<file path="config.mk">
export PLATFORM = sky130hd
export DESIGN_NAME = register_alu_nzcv_flags
export DESIGN_NICKNAME = d
export VERILOG_FILES = /design/src/rtl/ralu_pkg.sv /design/src/rtl/ralu_ram.sv /design/src/rtl/ralu_exec.sv /design/src/rtl/register_alu_nzcv_flags.sv
export SDC_FILE = /design/constraint.sdc
export NUM_CORES = 2
export LEC_CHECK = 0
export ABC_AREA = 1
export BUFFER_PORTS_ARGS = -buffer_cell sky130_fd_sc_hd__buf_2
export CAP_MARGIN = 20
export CELL_PAD_IN_SITES_DETAIL_PLACEMENT = 2
export CELL_PAD_IN_SITES_GLOBAL_PLACEMENT = 2
export CORE_MARGIN = 2
export CORE_UTILIZATION = 43
export CTS_CLUSTER_SIZE = 30
export DETAILED_ROUTE_END_ITERATION = 6
export GPL_TIMING_DRIVEN = 0
export PLACE_DENSITY = 0.95
export SETUP_SLACK_MARGIN = 0.3
export SKIP_CTS_REPAIR_TIMING = 1
export SYNTH_ARGS = -nofsm -noshare
export SYNTH_HDL_FRONTEND = slang
export SYNTH_HIERARCHICAL = 1
export SYNTH_SLANG_ARGS = --single-unit
</file>
<file path="constraint.sdc">
create_clock -name clk_i -period 29.4 [get_ports clk_i]
set_clock_uncertainty 0.15 [all_clocks]
set_input_delay 1.47 -clock clk_i [delete_from_list [all_inputs] [get_ports clk_i]]
set_output_delay 1.47 -clock clk_i [all_outputs]
set_load 0.02 [all_outputs]
</file>
<file path="src/rtl/ralu_pkg.sv">
`timescale 1ns / 1ps
// ----------------------------------------------------------------------------
// ralu_pkg
// Types and constants shared by the register ALU with NZCV flags.
// ----------------------------------------------------------------------------
package ralu_pkg;

  localparam int unsigned WORD_W    = 32;
  localparam int unsigned CNT_W     = 64;
  localparam int unsigned REG_SEL_W = 3;

  localparam logic [WORD_W-1:0] RESET_VALUE = 32'd100;

  typedef enum logic [1:0] {
    MODE_ADD = 2'd0,
    MODE_SUB = 2'd1,
    MODE_MUL = 2'd2,
    MODE_MOV = 2'd3
  } mode_e;

  typedef struct packed {
    logic                 n;
    logic                 z;
    logic                 c;
    logic                 v;
  } flags_t;

  typedef struct packed {
    logic [1:0]           mode;
    logic [REG_SEL_W-1:0] dest_reg;
    logic [REG_SEL_W-1:0] source_reg;
    logic [WORD_W-1:0]    immediate;
  } in_word_t;

  typedef struct packed {
    logic [WORD_W-1:0]    result_value;
    logic                 flag_negative;
    logic                 flag_zero;
    logic                 flag_carry;
    logic                 flag_overflow;
    logic [CNT_W-1:0]     turn_count;
  } out_word_t;

endpackage

</file>
<file path="src/rtl/ralu_ram.sv">
`timescale 1ns / 1ps
// ----------------------------------------------------------------------------
// ralu_ram
// Generic RAM, one write port, two registered read ports sharing an enable.
// ----------------------------------------------------------------------------
module ralu_ram #(
  parameter int unsigned WIDTH = 32,
  parameter int unsigned DEPTH = 8
) (
  input  logic                     clk_i,
  input  logic                     we_i,
  input  logic [$clog2(DEPTH)-1:0] waddr_i,
  input  logic [WIDTH-1:0]         wdata_i,
  input  logic                     re_i,
  input  logic [$clog2(DEPTH)-1:0] raddr_a_i,
  input  logic [$clog2(DEPTH)-1:0] raddr_b_i,
  output logic [WIDTH-1:0]         rdata_a_o,
  output logic [WIDTH-1:0]         rdata_b_o
);

  logic [WIDTH-1:0] mem_q [DEPTH];
  logic [WIDTH-1:0] rdata_a_q;
  logic [WIDTH-1:0] rdata_b_q;

  always_ff @(posedge clk_i) begin
    if (we_i) begin
      mem_q[waddr_i] <= wdata_i;
    end
    if (re_i) begin
      rdata_a_q <= mem_q[raddr_a_i];
      rdata_b_q <= mem_q[raddr_b_i];
    end
  end

  assign rdata_a_o = rdata_a_q;
  assign rdata_b_o = rdata_b_q;

endmodule

</file>
<file path="src/rtl/ralu_exec.sv">
`timescale 1ns / 1ps
// ----------------------------------------------------------------------------
// ralu_exec
// Combinational execute: add/sub immediate, multiply, move, with NZCV.
// ----------------------------------------------------------------------------
module ralu_exec import ralu_pkg::*; (
  input  logic [1:0]        mode_i,
  input  logic [WORD_W-1:0] op_a_i,
  input  logic [WORD_W-1:0] op_b_i,
  input  logic [WORD_W-1:0] imm_i,
  output logic [WORD_W-1:0] result_o,
  output flags_t            flags_o
);

  logic [WORD_W:0]     sum;
  logic [WORD_W:0]     diff;
  logic [2*WORD_W-1:0] prod;
  logic [WORD_W-1:0]   hi_s;
  logic [WORD_W-1:0]   corr_a;
  logic [WORD_W-1:0]   corr_b;
  logic [WORD_W-1:0]   res;
  logic                c;
  logic                v;

  assign sum    = {1'b0, op_a_i} + {1'b0, imm_i};
  assign diff   = {1'b0, op_a_i} - {1'b0, imm_i};
  assign prod   = (2*WORD_W)'(op_a_i) * (2*WORD_W)'(op_b_i);
  // signed high word = unsigned high word minus sign corrections
  assign corr_a = op_a_i[WORD_W-1] ? op_b_i : '0;
  assign corr_b = op_b_i[WORD_W-1] ? op_a_i : '0;
  assign hi_s   = prod[2*WORD_W-1:WORD_W] - corr_a - corr_b;

  always_comb begin
    res = imm_i;
    c   = 1'b0;
    v   = 1'b0;
    case (mode_e'(mode_i))
      MODE_ADD: begin
        res = sum[WORD_W-1:0];
        c   = sum[WORD_W];
        v   = ~(op_a_i[WORD_W-1] ^ imm_i[WORD_W-1]) & (op_a_i[WORD_W-1] ^ res[WORD_W-1]);
      end
      MODE_SUB: begin
        res = diff[WORD_W-1:0];
        c   = ~diff[WORD_W];
        v   = (op_a_i[WORD_W-1] ^ imm_i[WORD_W-1]) & (op_a_i[WORD_W-1] ^ res[WORD_W-1]);
      end
      MODE_MUL: begin
        res = prod[WORD_W-1:0];
        c   = |prod[2*WORD_W-1:WORD_W];
        v   = (hi_s != {WORD_W{prod[WORD_W-1]}});
      end
      MODE_MOV: begin
        res = imm_i;
      end
      default: begin
        res = imm_i;
      end
    endcase
  end

  assign result_o  = res;
  assign flags_o.n = res[WORD_W-1];
  assign flags_o.z = (res == '0);
  assign flags_o.c = c;
  assign flags_o.v = v;

endmodule

</file>
<file path="src/rtl/register_alu_nzcv_flags.sv">
`timescale 1ns / 1ps
// ----------------------------------------------------------------------------
// register_alu_nzcv_flags
// Register-file ALU: one instruction per word, NZCV flags, instruction count.
// Words pass through the register file read, then execute into the output
// register. Throughput: one word per cycle while the output is not held off,
// set by the read-modify-write with write-to-read bypass.
// Reset: every register reads 100 (per-entry valid bits), count is zero,
// no clearing pass; the block accepts words straight after reset.
// ----------------------------------------------------------------------------
module register_alu_nzcv_flags import ralu_pkg::*; #(
  parameter int unsigned REGISTER_COUNT = 8
) (
  input  logic      clk_i,
  input  logic      rst_ni,
  input  logic      in_valid_i,
  output logic      in_ready_o,
  input  in_word_t  in_data_i,
  output logic      out_valid_o,
  input  logic      out_ready_i,
  output out_word_t out_data_o
);

  localparam int unsigned IDX_W = $clog2(REGISTER_COUNT);
  localparam logic [5:0]  RC6   = 6'(REGISTER_COUNT);

  // index modulo the register count by repeated compare-subtract
  function automatic logic [IDX_W-1:0] reg_index(input logic [REG_SEL_W-1:0] sel);
    logic [5:0] v;
    v = 6'(sel);
    for (int i = 0; i < 4; i++) begin
      if (v >= RC6) begin
        v = v - RC6;
      end
    end
    return v[IDX_W-1:0];
  endfunction

  logic                      accept;
  logic                      s1_advance;
  logic [IDX_W-1:0]          d_idx;
  logic [IDX_W-1:0]          s_idx;

  logic                      s1_valid_q;
  logic [1:0]                s1_mode_q;
  logic [WORD_W-1:0]         s1_imm_q;
  logic [IDX_W-1:0]          d_idx_q;
  logic [IDX_W-1:0]          s_idx_q;
  logic                      a_vld_q;
  logic                      b_vld_q;

  logic [REGISTER_COUNT-1:0] reg_vld_q;
  logic                      wb_vld_q;
  logic [IDX_W-1:0]          wb_idx_q;
  logic [WORD_W-1:0]         wb_data_q;

  logic [WORD_W-1:0]         rdata_a;
  logic [WORD_W-1:0]         rdata_b;
  logic [WORD_W-1:0]         op_a;
  logic [WORD_W-1:0]         op_b;
  logic [WORD_W-1:0]         exec_res;
  flags_t                    exec_flags;

  logic [CNT_W-1:0]          cnt_q;
  logic [CNT_W-1:0]          cnt_d;

  logic                      out_valid_q;
  out_word_t                 out_q;

  assign s1_advance = s1_valid_q && (!out_valid_q || out_ready_i);
  assign in_ready_o = !s1_valid_q || s1_advance;
  assign accept     = in_valid_i && in_ready_o;
  assign d_idx      = reg_index(in_data_i.dest_reg);
  assign s_idx      = reg_index(in_data_i.source_reg);
  assign cnt_d      = cnt_q + CNT_W'(1);

  ralu_ram #(
    .WIDTH (WORD_W),
    .DEPTH (REGISTER_COUNT)
  ) u_regfile (
    .clk_i     (clk_i),
    .we_i      (s1_advance),
    .waddr_i   (d_idx_q),
    .wdata_i   (exec_res),
    .re_i      (accept),
    .raddr_a_i (d_idx),
    .raddr_b_i (s_idx),
    .rdata_a_o (rdata_a),
    .rdata_b_o (rdata_b)
  );

  // bypass covers the write landing on the same edge as the read
  always_comb begin
    if (wb_vld_q && (wb_idx_q == d_idx_q)) begin
      op_a = wb_data_q;
    end else begin
      op_a = a_vld_q ? rdata_a : RESET_VALUE;
    end
    if (wb_vld_q && (wb_idx_q == s_idx_q)) begin
      op_b = wb_data_q;
    end else begin
      op_b = b_vld_q ? rdata_b : RESET_VALUE;
    end
  end

  ralu_exec u_exec (
    .mode_i   (s1_mode_q),
    .op_a_i   (op_a),
    .op_b_i   (op_b),
    .imm_i    (s1_imm_q),
    .result_o (exec_res),
    .flags_o  (exec_flags)
  );

  always_ff @(posedge clk_i or negedge rst_ni) begin
    if (!rst_ni) begin
      s1_valid_q  <= 1'b0;
      out_valid_q <= 1'b0;
      reg_vld_q   <= '0;
      wb_vld_q    <= 1'b0;
      cnt_q       <= '0;
    end else begin
      if (accept) begin
        s1_valid_q <= 1'b1;
      end else if (s1_advance) begin
        s1_valid_q <= 1'b0;
      end
      if (s1_advance) begin
        out_valid_q        <= 1'b1;
        reg_vld_q[d_idx_q] <= 1'b1;
        wb_vld_q           <= 1'b1;
        cnt_q              <= cnt_d;
      end else if (out_ready_i) begin
        out_valid_q <= 1'b0;
      end
    end
  end

  always_ff @(posedge clk_i) begin
    if (accept) begin
      s1_mode_q <= in_data_i.mode;
      s1_imm_q  <= in_data_i.immediate;
      d_idx_q   <= d_idx;
      s_idx_q   <= s_idx;
      a_vld_q   <= reg_vld_q[d_idx];
      b_vld_q   <= reg_vld_q[s_idx];
    end
    if (s1_advance) begin
      wb_idx_q               <= d_idx_q;
      wb_data_q              <= exec_res;
      out_q.result_value     <= exec_res;
      out_q.flag_negative    <= exec_flags.n;
      out_q.flag_zero        <= exec_flags.z;
      out_q.flag_carry       <= exec_flags.c;
      out_q.flag_overflow    <= exec_flags.v;
      out_q.turn_count       <= cnt_d;
    end
  end

  assign out_valid_o = out_valid_q;
  assign out_data_o  = out_q;

  a_zero_flag: assert property (@(posedge clk_i) disable iff (!rst_ni)
    out_valid_o |-> (out_data_o.flag_zero == (out_data_o.result_value == '0)))
    else $error("zero flag does not match result");

  a_neg_flag: assert property (@(posedge clk_i) disable iff (!rst_ni)
    out_valid_o |-> (out_data_o.flag_negative == out_data_o.result_value[WORD_W-1]))
    else $error("negative flag does not match result");

  a_mov_cv: assert property (@(posedge clk_i) disable iff (!rst_ni)
    (s1_advance && (s1_mode_q == MODE_MOV)) |=>
      (!out_data_o.flag_carry && !out_data_o.flag_overflow))
    else $error("move left carry or overflow set");

  a_stall_only_full: assert property (@(posedge clk_i) disable iff (!rst_ni)
    !in_ready_o |-> (s1_valid_q && out_valid_q && !out_ready_i))
    else $error("input stalled with room in the pipeline");

  a_count_step: assert property (@(posedge clk_i) disable iff (!rst_ni)
    s1_advance |=> (out_data_o.turn_count == cnt_q))
    else $error("turn count out of step with delivered words");

endmodule

</file>
==> results.py, run 1 <==
metrics = {
    "run_status": {
        "outcome": "aborted with a tool error",
        "haltStage": "5_1_grt",
        "run.stop_error": "[ERROR GRT-0232] Routing congestion too high. Check the congestion heatmap in the GUI.",
    },
    "clocking": {
        "htree_levels": 2,
        "max_buffers_root_to_sink": 3,
        "cts_inserted_buffers": 54,
        "clockRootBuffer": "sky130_fd_sc_hd__clkbuf_16",
        "tritoncts_num_sinks": 540,
    },
    "yosys": {
        "syn-cell-area_sq_um": 68000,
        "synth_edf_count": 465,
        "post-synth-top-area-cell": "sky130_fd_sc_hd__fa_1",
        "number_of_distinct_library_cells_after_synthesis": 63,
        "async_set_reset_flop_share_out_of_synthesis": 0.139,
        "postSynthCellCount": 8718,
        "syn_avg_cell_area_sq_um": 7.80,
        "yosysWarnings": 6,
        "synthAdderAreaFrac": 0.340,
        "synth-seq-area-share": 0.233,
        "yosys.area_share.xor_xnor": 0.0124,
        "synth_top_family_by_area": "adder cells",
        "synth_top_cells_by_area": "sky130_fd_sc_hd__fa_1, sky130_fd_sc_hd__edfxtp_1, sky130_fd_sc_hd__nand2_1",
        "synth.area.mux_share": 0,
        "post_synth_and_or_nand_nor_area_fraction": 0.221,
        "synth_ff_type": "sky130_fd_sc_hd__edfxtp_1",
        "synth_fp_nets": 10100,
        "synth_compound_area_frac": 0.0524,
        "synth_top_cell_area_share": 0.273,
        "synth-seq-cells": 540,
    },
    "floorplanning": {
        "starting_density": 0.434,
        "width_of_the_die_um": 402,
        "die_ht_um": 402,
        "fp-row-count": 145,
        "ios": 146,
    },
    "global_routing": {
        "antenna_found_initial": 89,
        "grt_max_degree": 82,
        "track_usage": 0.692,
        "overall_overflow_remaining_after_global_route": 13,
    },
    "placement": {
        "routabilityCongestion": 1.00,
        "dp.final_hpwl_um": 314000,
        "placement.cell_area_sq_um": 72400,
        "port_buffers": 145,
    },
}
-- cells in the mapped netlist, drive strengths merged (17+ instances only) --
master and n:
a31oi 33, nand4 34, nand3 494, xnor2 30, clkbuf 247, dfrtp 75
edfxtp 465, inv 2125, o21ai 246, buf 112, xor2 66, nor2 401
ha 360, nand3b 17, nor3 27, a21oi 246, fa 929, nand2 2675
-- cell families after synthesis --
group	Yosys count
compound gates	623
flops	540
simple gates	3684
xor+xnor	96
fa+ha+maj	1289
buf+inv	2486
-- routing by layer --
metal / global-route usage / overflow
met3: 0.503 / 0
met1: 0.666 / 0
met4: 0.730 / 9
met2: 0.893 / 4
met5: 0.252 / 0
-- per-stage QoR --
stage	setup slack, ns	cells
detailed placement	14.06	11000
global placement	13.64	10900
CTS	13.30	11100
floorplan	18.76	8718
==> run 2: changes to the inputs <==
- CELL_PAD_IN_SITES_DETAIL_PLACEMENT: 2 -> default
- CELL_PAD_IN_SITES_GLOBAL_PLACEMENT: 2 -> default
- CORE_UTILIZATION: 43 -> 40
- CTS_CLUSTER_SIZE: 30 -> default
- PLACE_DENSITY: 0.95 -> default
- PLACE_DENSITY_LB_ADDON: default -> 0.15
- SETUP_SLACK_MARGIN: 0.3 -> default
==> run 2 against run 1 <==
  * The run now ends clean
  * Synthesized cell count unchanged
  * Synthesized area unchanged
==> results.py, run 2 <==
metrics = {
    "critical_path": {
        "critical_path.max_fanout": 10,
        "critPathCaptureType": "flip-flop",
        "timing.critical_path.mode_cell": "sky130_fd_sc_hd__fa_1",
        "crit_type": "reg -> reg",
        "worst_path_largest_cell_delay_ns": 0.94,
        "critPathSlowestCell": "sky130_fd_sc_hd__nor4_1",
        "start_kind": "flip-flop",
        "cp.arrival_ns": 15.30,
        "cp_data_required_time_ns": 29.64,
        "reg2reg_setup_slack_ns": 14.35,
    },
    "timing": {
        "final-max-slew-violation-count": 0,
        "final_min_period_over_clock_period": 0.512,
        "achievable-frequency_ghz": 0.0664,
        "finalHoldViolCount": 0,
        "totalNegativeSetupSlack_ns": 0,
        "maxSlewHeadroom": 0.140,
        "final.min_clock_period_ns": 15.05,
        "final_setup_violations": 0,
        "grt_setup_unrepaired": "false",
        "tightestPinTransition_ns": 1.29,
    },
    "final_layout": {
        "multiInputGateArea_sq_um": 42700,
        "mostFrequentLayoutCells": "sky130_fd_sc_hd__nand2_1, sky130_fd_sc_hd__inv_1, sky130_fd_sc_hd__fa_1",
        "number_of_inserted_filler_cells_in_the_final_layout": 17300,
        "top_register": "u_regfile/mem_q",
        "largest_register_ffs": 256,
        "layout_commonest_cell": "sky130_fd_sc_hd__nand2_1",
        "nets": 10300,
        "synthToLayoutAreaGrowth_pct": 9.66,
        "drive_above_1_share": 0.0627,
        "sequential_cell_area_sq_um": 15800,
    },
    "global_routing": {
        "overall_overflow_remaining_after_global_route": 0,
        "antenna_found_initial": 7,
        "wire_length_of_the_first_global_routing_pass_um": 403000,
        "grt_pass1_vias": 59700,
        "track_usage": 0.321,
        "grt_max_degree": 78,
    },
    "yosys": {
        "synth_top_cell_area_share": 0.273,
        "synth-seq-cells": 540,
        "post-synth-top-area-cell": "sky130_fd_sc_hd__fa_1",
        "async_set_reset_flop_share_out_of_synthesis": 0.139,
        "synth-seq-area-share": 0.233,
        "synth_fp_nets": 10100,
        "synth_edf_count": 465,
        "ys_top_cells_by_count": "sky130_fd_sc_hd__nand2_1, sky130_fd_sc_hd__inv_1, sky130_fd_sc_hd__fa_1, sky130_fd_sc_hd__nand3_1, sky130_fd_sc_hd__edfxtp_1",
        "postSynthCellCount": 8718,
        "yosysWarnings": 6,
        "number_of_distinct_library_cells_after_synthesis": 63,
        "synth_top_cells_by_area": "sky130_fd_sc_hd__fa_1, sky130_fd_sc_hd__edfxtp_1, sky130_fd_sc_hd__nand2_1",
        "syn-cell-area_sq_um": 68000,
        "post-synth-top-count-cell": "sky130_fd_sc_hd__nand2_1",
        "syn_avg_cell_area_sq_um": 7.80,
        "synth_ff_type": "sky130_fd_sc_hd__edfxtp_1",
    },
    "floorplanning": {
        "starting_density": 0.402,
        "floorplan_die_area_sq_um": 173000,
        "fp-row-count": 151,
        "die_ht_um": 416,
        "core_area_sq_um": 169000,
        "width_of_the_die_um": 416,
        "ios": 146,
    },
    "clocking": {
        "tritoncts_num_sinks": 540,
        "htree_levels": 2,
        "clock_insertion_delay_worst_skew_ns": 0.64,
        "clock_pin_slew_of_the_registers_on_the_worst_case_setup_and_hold_paths_ns": 0.07,
        "clockRootBuffer": "sky130_fd_sc_hd__clkbuf_16",
        "tritoncts_clock_tree": "yes",
        "max_buffers_root_to_sink": 3,
        "cts_inserted_buffers": 51,
    },
    "drt": {
        "drc": 0,
        "drt-initial-drc-count": 5615,
        "aggregate_routed_wire_length_um": 277000,
        "vias": 58300,
        "post_detailed_route_via_to_cell_ratio": 5.18,
        "route.detailed.wl_per_inst_um": 24.5,
        "length_of_the_first_detailed_routing_pass_in_iterations": 6,
        "drtAntennaViolNets": 0,
    },
    "run_status": {
        "outcome": "finished, final reports clean",
    },
    "placement": {
        "dp.final_hpwl_um": 230000,
        "routabilityCongestion": 1.01,
        "port_buffers": 145,
    },
    "min_path": {
        "hold_class": "reg -> reg",
    },
    "flow_run": {
        "max_cap_violations": 0,
    },
}
-- run 2: cell counts after synthesis --
Identical to the previous run, type by type.
-- run 2: cell type report --
class / instances / area share
antenna: 3 / 0.000101
buffer: 359 / 0.0225
clock buffer: 59 / 0.0179
clock inverter: 33 / 0.00513
inverter: 2127 / 0.107
multi-input combinational: 5692 / 0.572
sequential: 540 / 0.212
tap: 2218 / 0.0372
timing repair buffer: 239 / 0.0260
-- run 2: kinds of logic (layout without fill, tap and decap cells) --
logic type | after synthesis | after routing | synth area share
xor gates and xnor gates | 96 | 96 | 0.0124
DFF | 540 | 540 | 0.233
other | 0 | 3 | 0
buffers and inverters | 2486 | 2817 | 0.142
and+or+nand+nor | 3684 | 3684 | 0.221
adders and majority gates | 1289 | 1289 | 0.340
AOI/OAI and AO/OA | 623 | 623 | 0.0524
-- run 2: critical path: cells and delay by family, from the launching register on --
kind                       cells  cell delay, ns
adders and majority gates     11            5.39
AOI/OAI and AO/OA              5            0.99
DFF                            1            0.52
and+or+nand+nor               18            4.60
buffers and inverters         10            2.66
xor gates and xnor gates       2            0.48
-- run 2: worst paths after layout --
path | start | depth (start not counted) | to
setup / recovery | d_idx_q[1] | 46 | out_data_o[64]
hold / removal | reg_vld_q[1] | 2 | reg_vld_q[1]
hold reg to reg | reg_vld_q[1] | 2 | reg_vld_q[1]
max in group asynchronous | rst_ni | 2 | cnt_q[29]
min in group asynchronous | rst_ni | 1 | cnt_q[50]
setup reg to reg | d_idx_q[1] | 46 | out_data_o[64]
-- run 2: metrics by stage --
stage | worst slack (ns) | instance area (sq um) | utilization | instances | hold WS (ns)
finish | 14.35 | 74600 | 0.441 | 11300 | 0.328
global route | 13.72 | 74600 | 0.441 | 11300 | 0.346
CTS | 14.42 | 74600 | 0.441 | 11300 | 0.331
detailed placement | 14.47 | 72800 | 0.431 | 11200 | 0.314
global placement | 13.17 | 71500 | 0.423 | 11100 | 0.304
floorplan | 18.76 | 68000 | - | 8718 | 0.281
-- run 2: layer usage --
metal / share of wire / global-route usage / vias to the layer above / wire [um]
met5: 0.00011 / 0 / - / 30
li1: - / - / 26600 / -
met2: 0.46 / 0.526 / 2375 / 128000
met1: 0.41 / 0.422 / 28900 / 113000
met4: 0.059 / 0.157 / 6 / 16400
met3: 0.069 / 0.0383 / 484 / 19200
Power of run 2 is not shown: default switching activity piles up to over one toggle a cycle in this logic, so the estimate is an artifact.
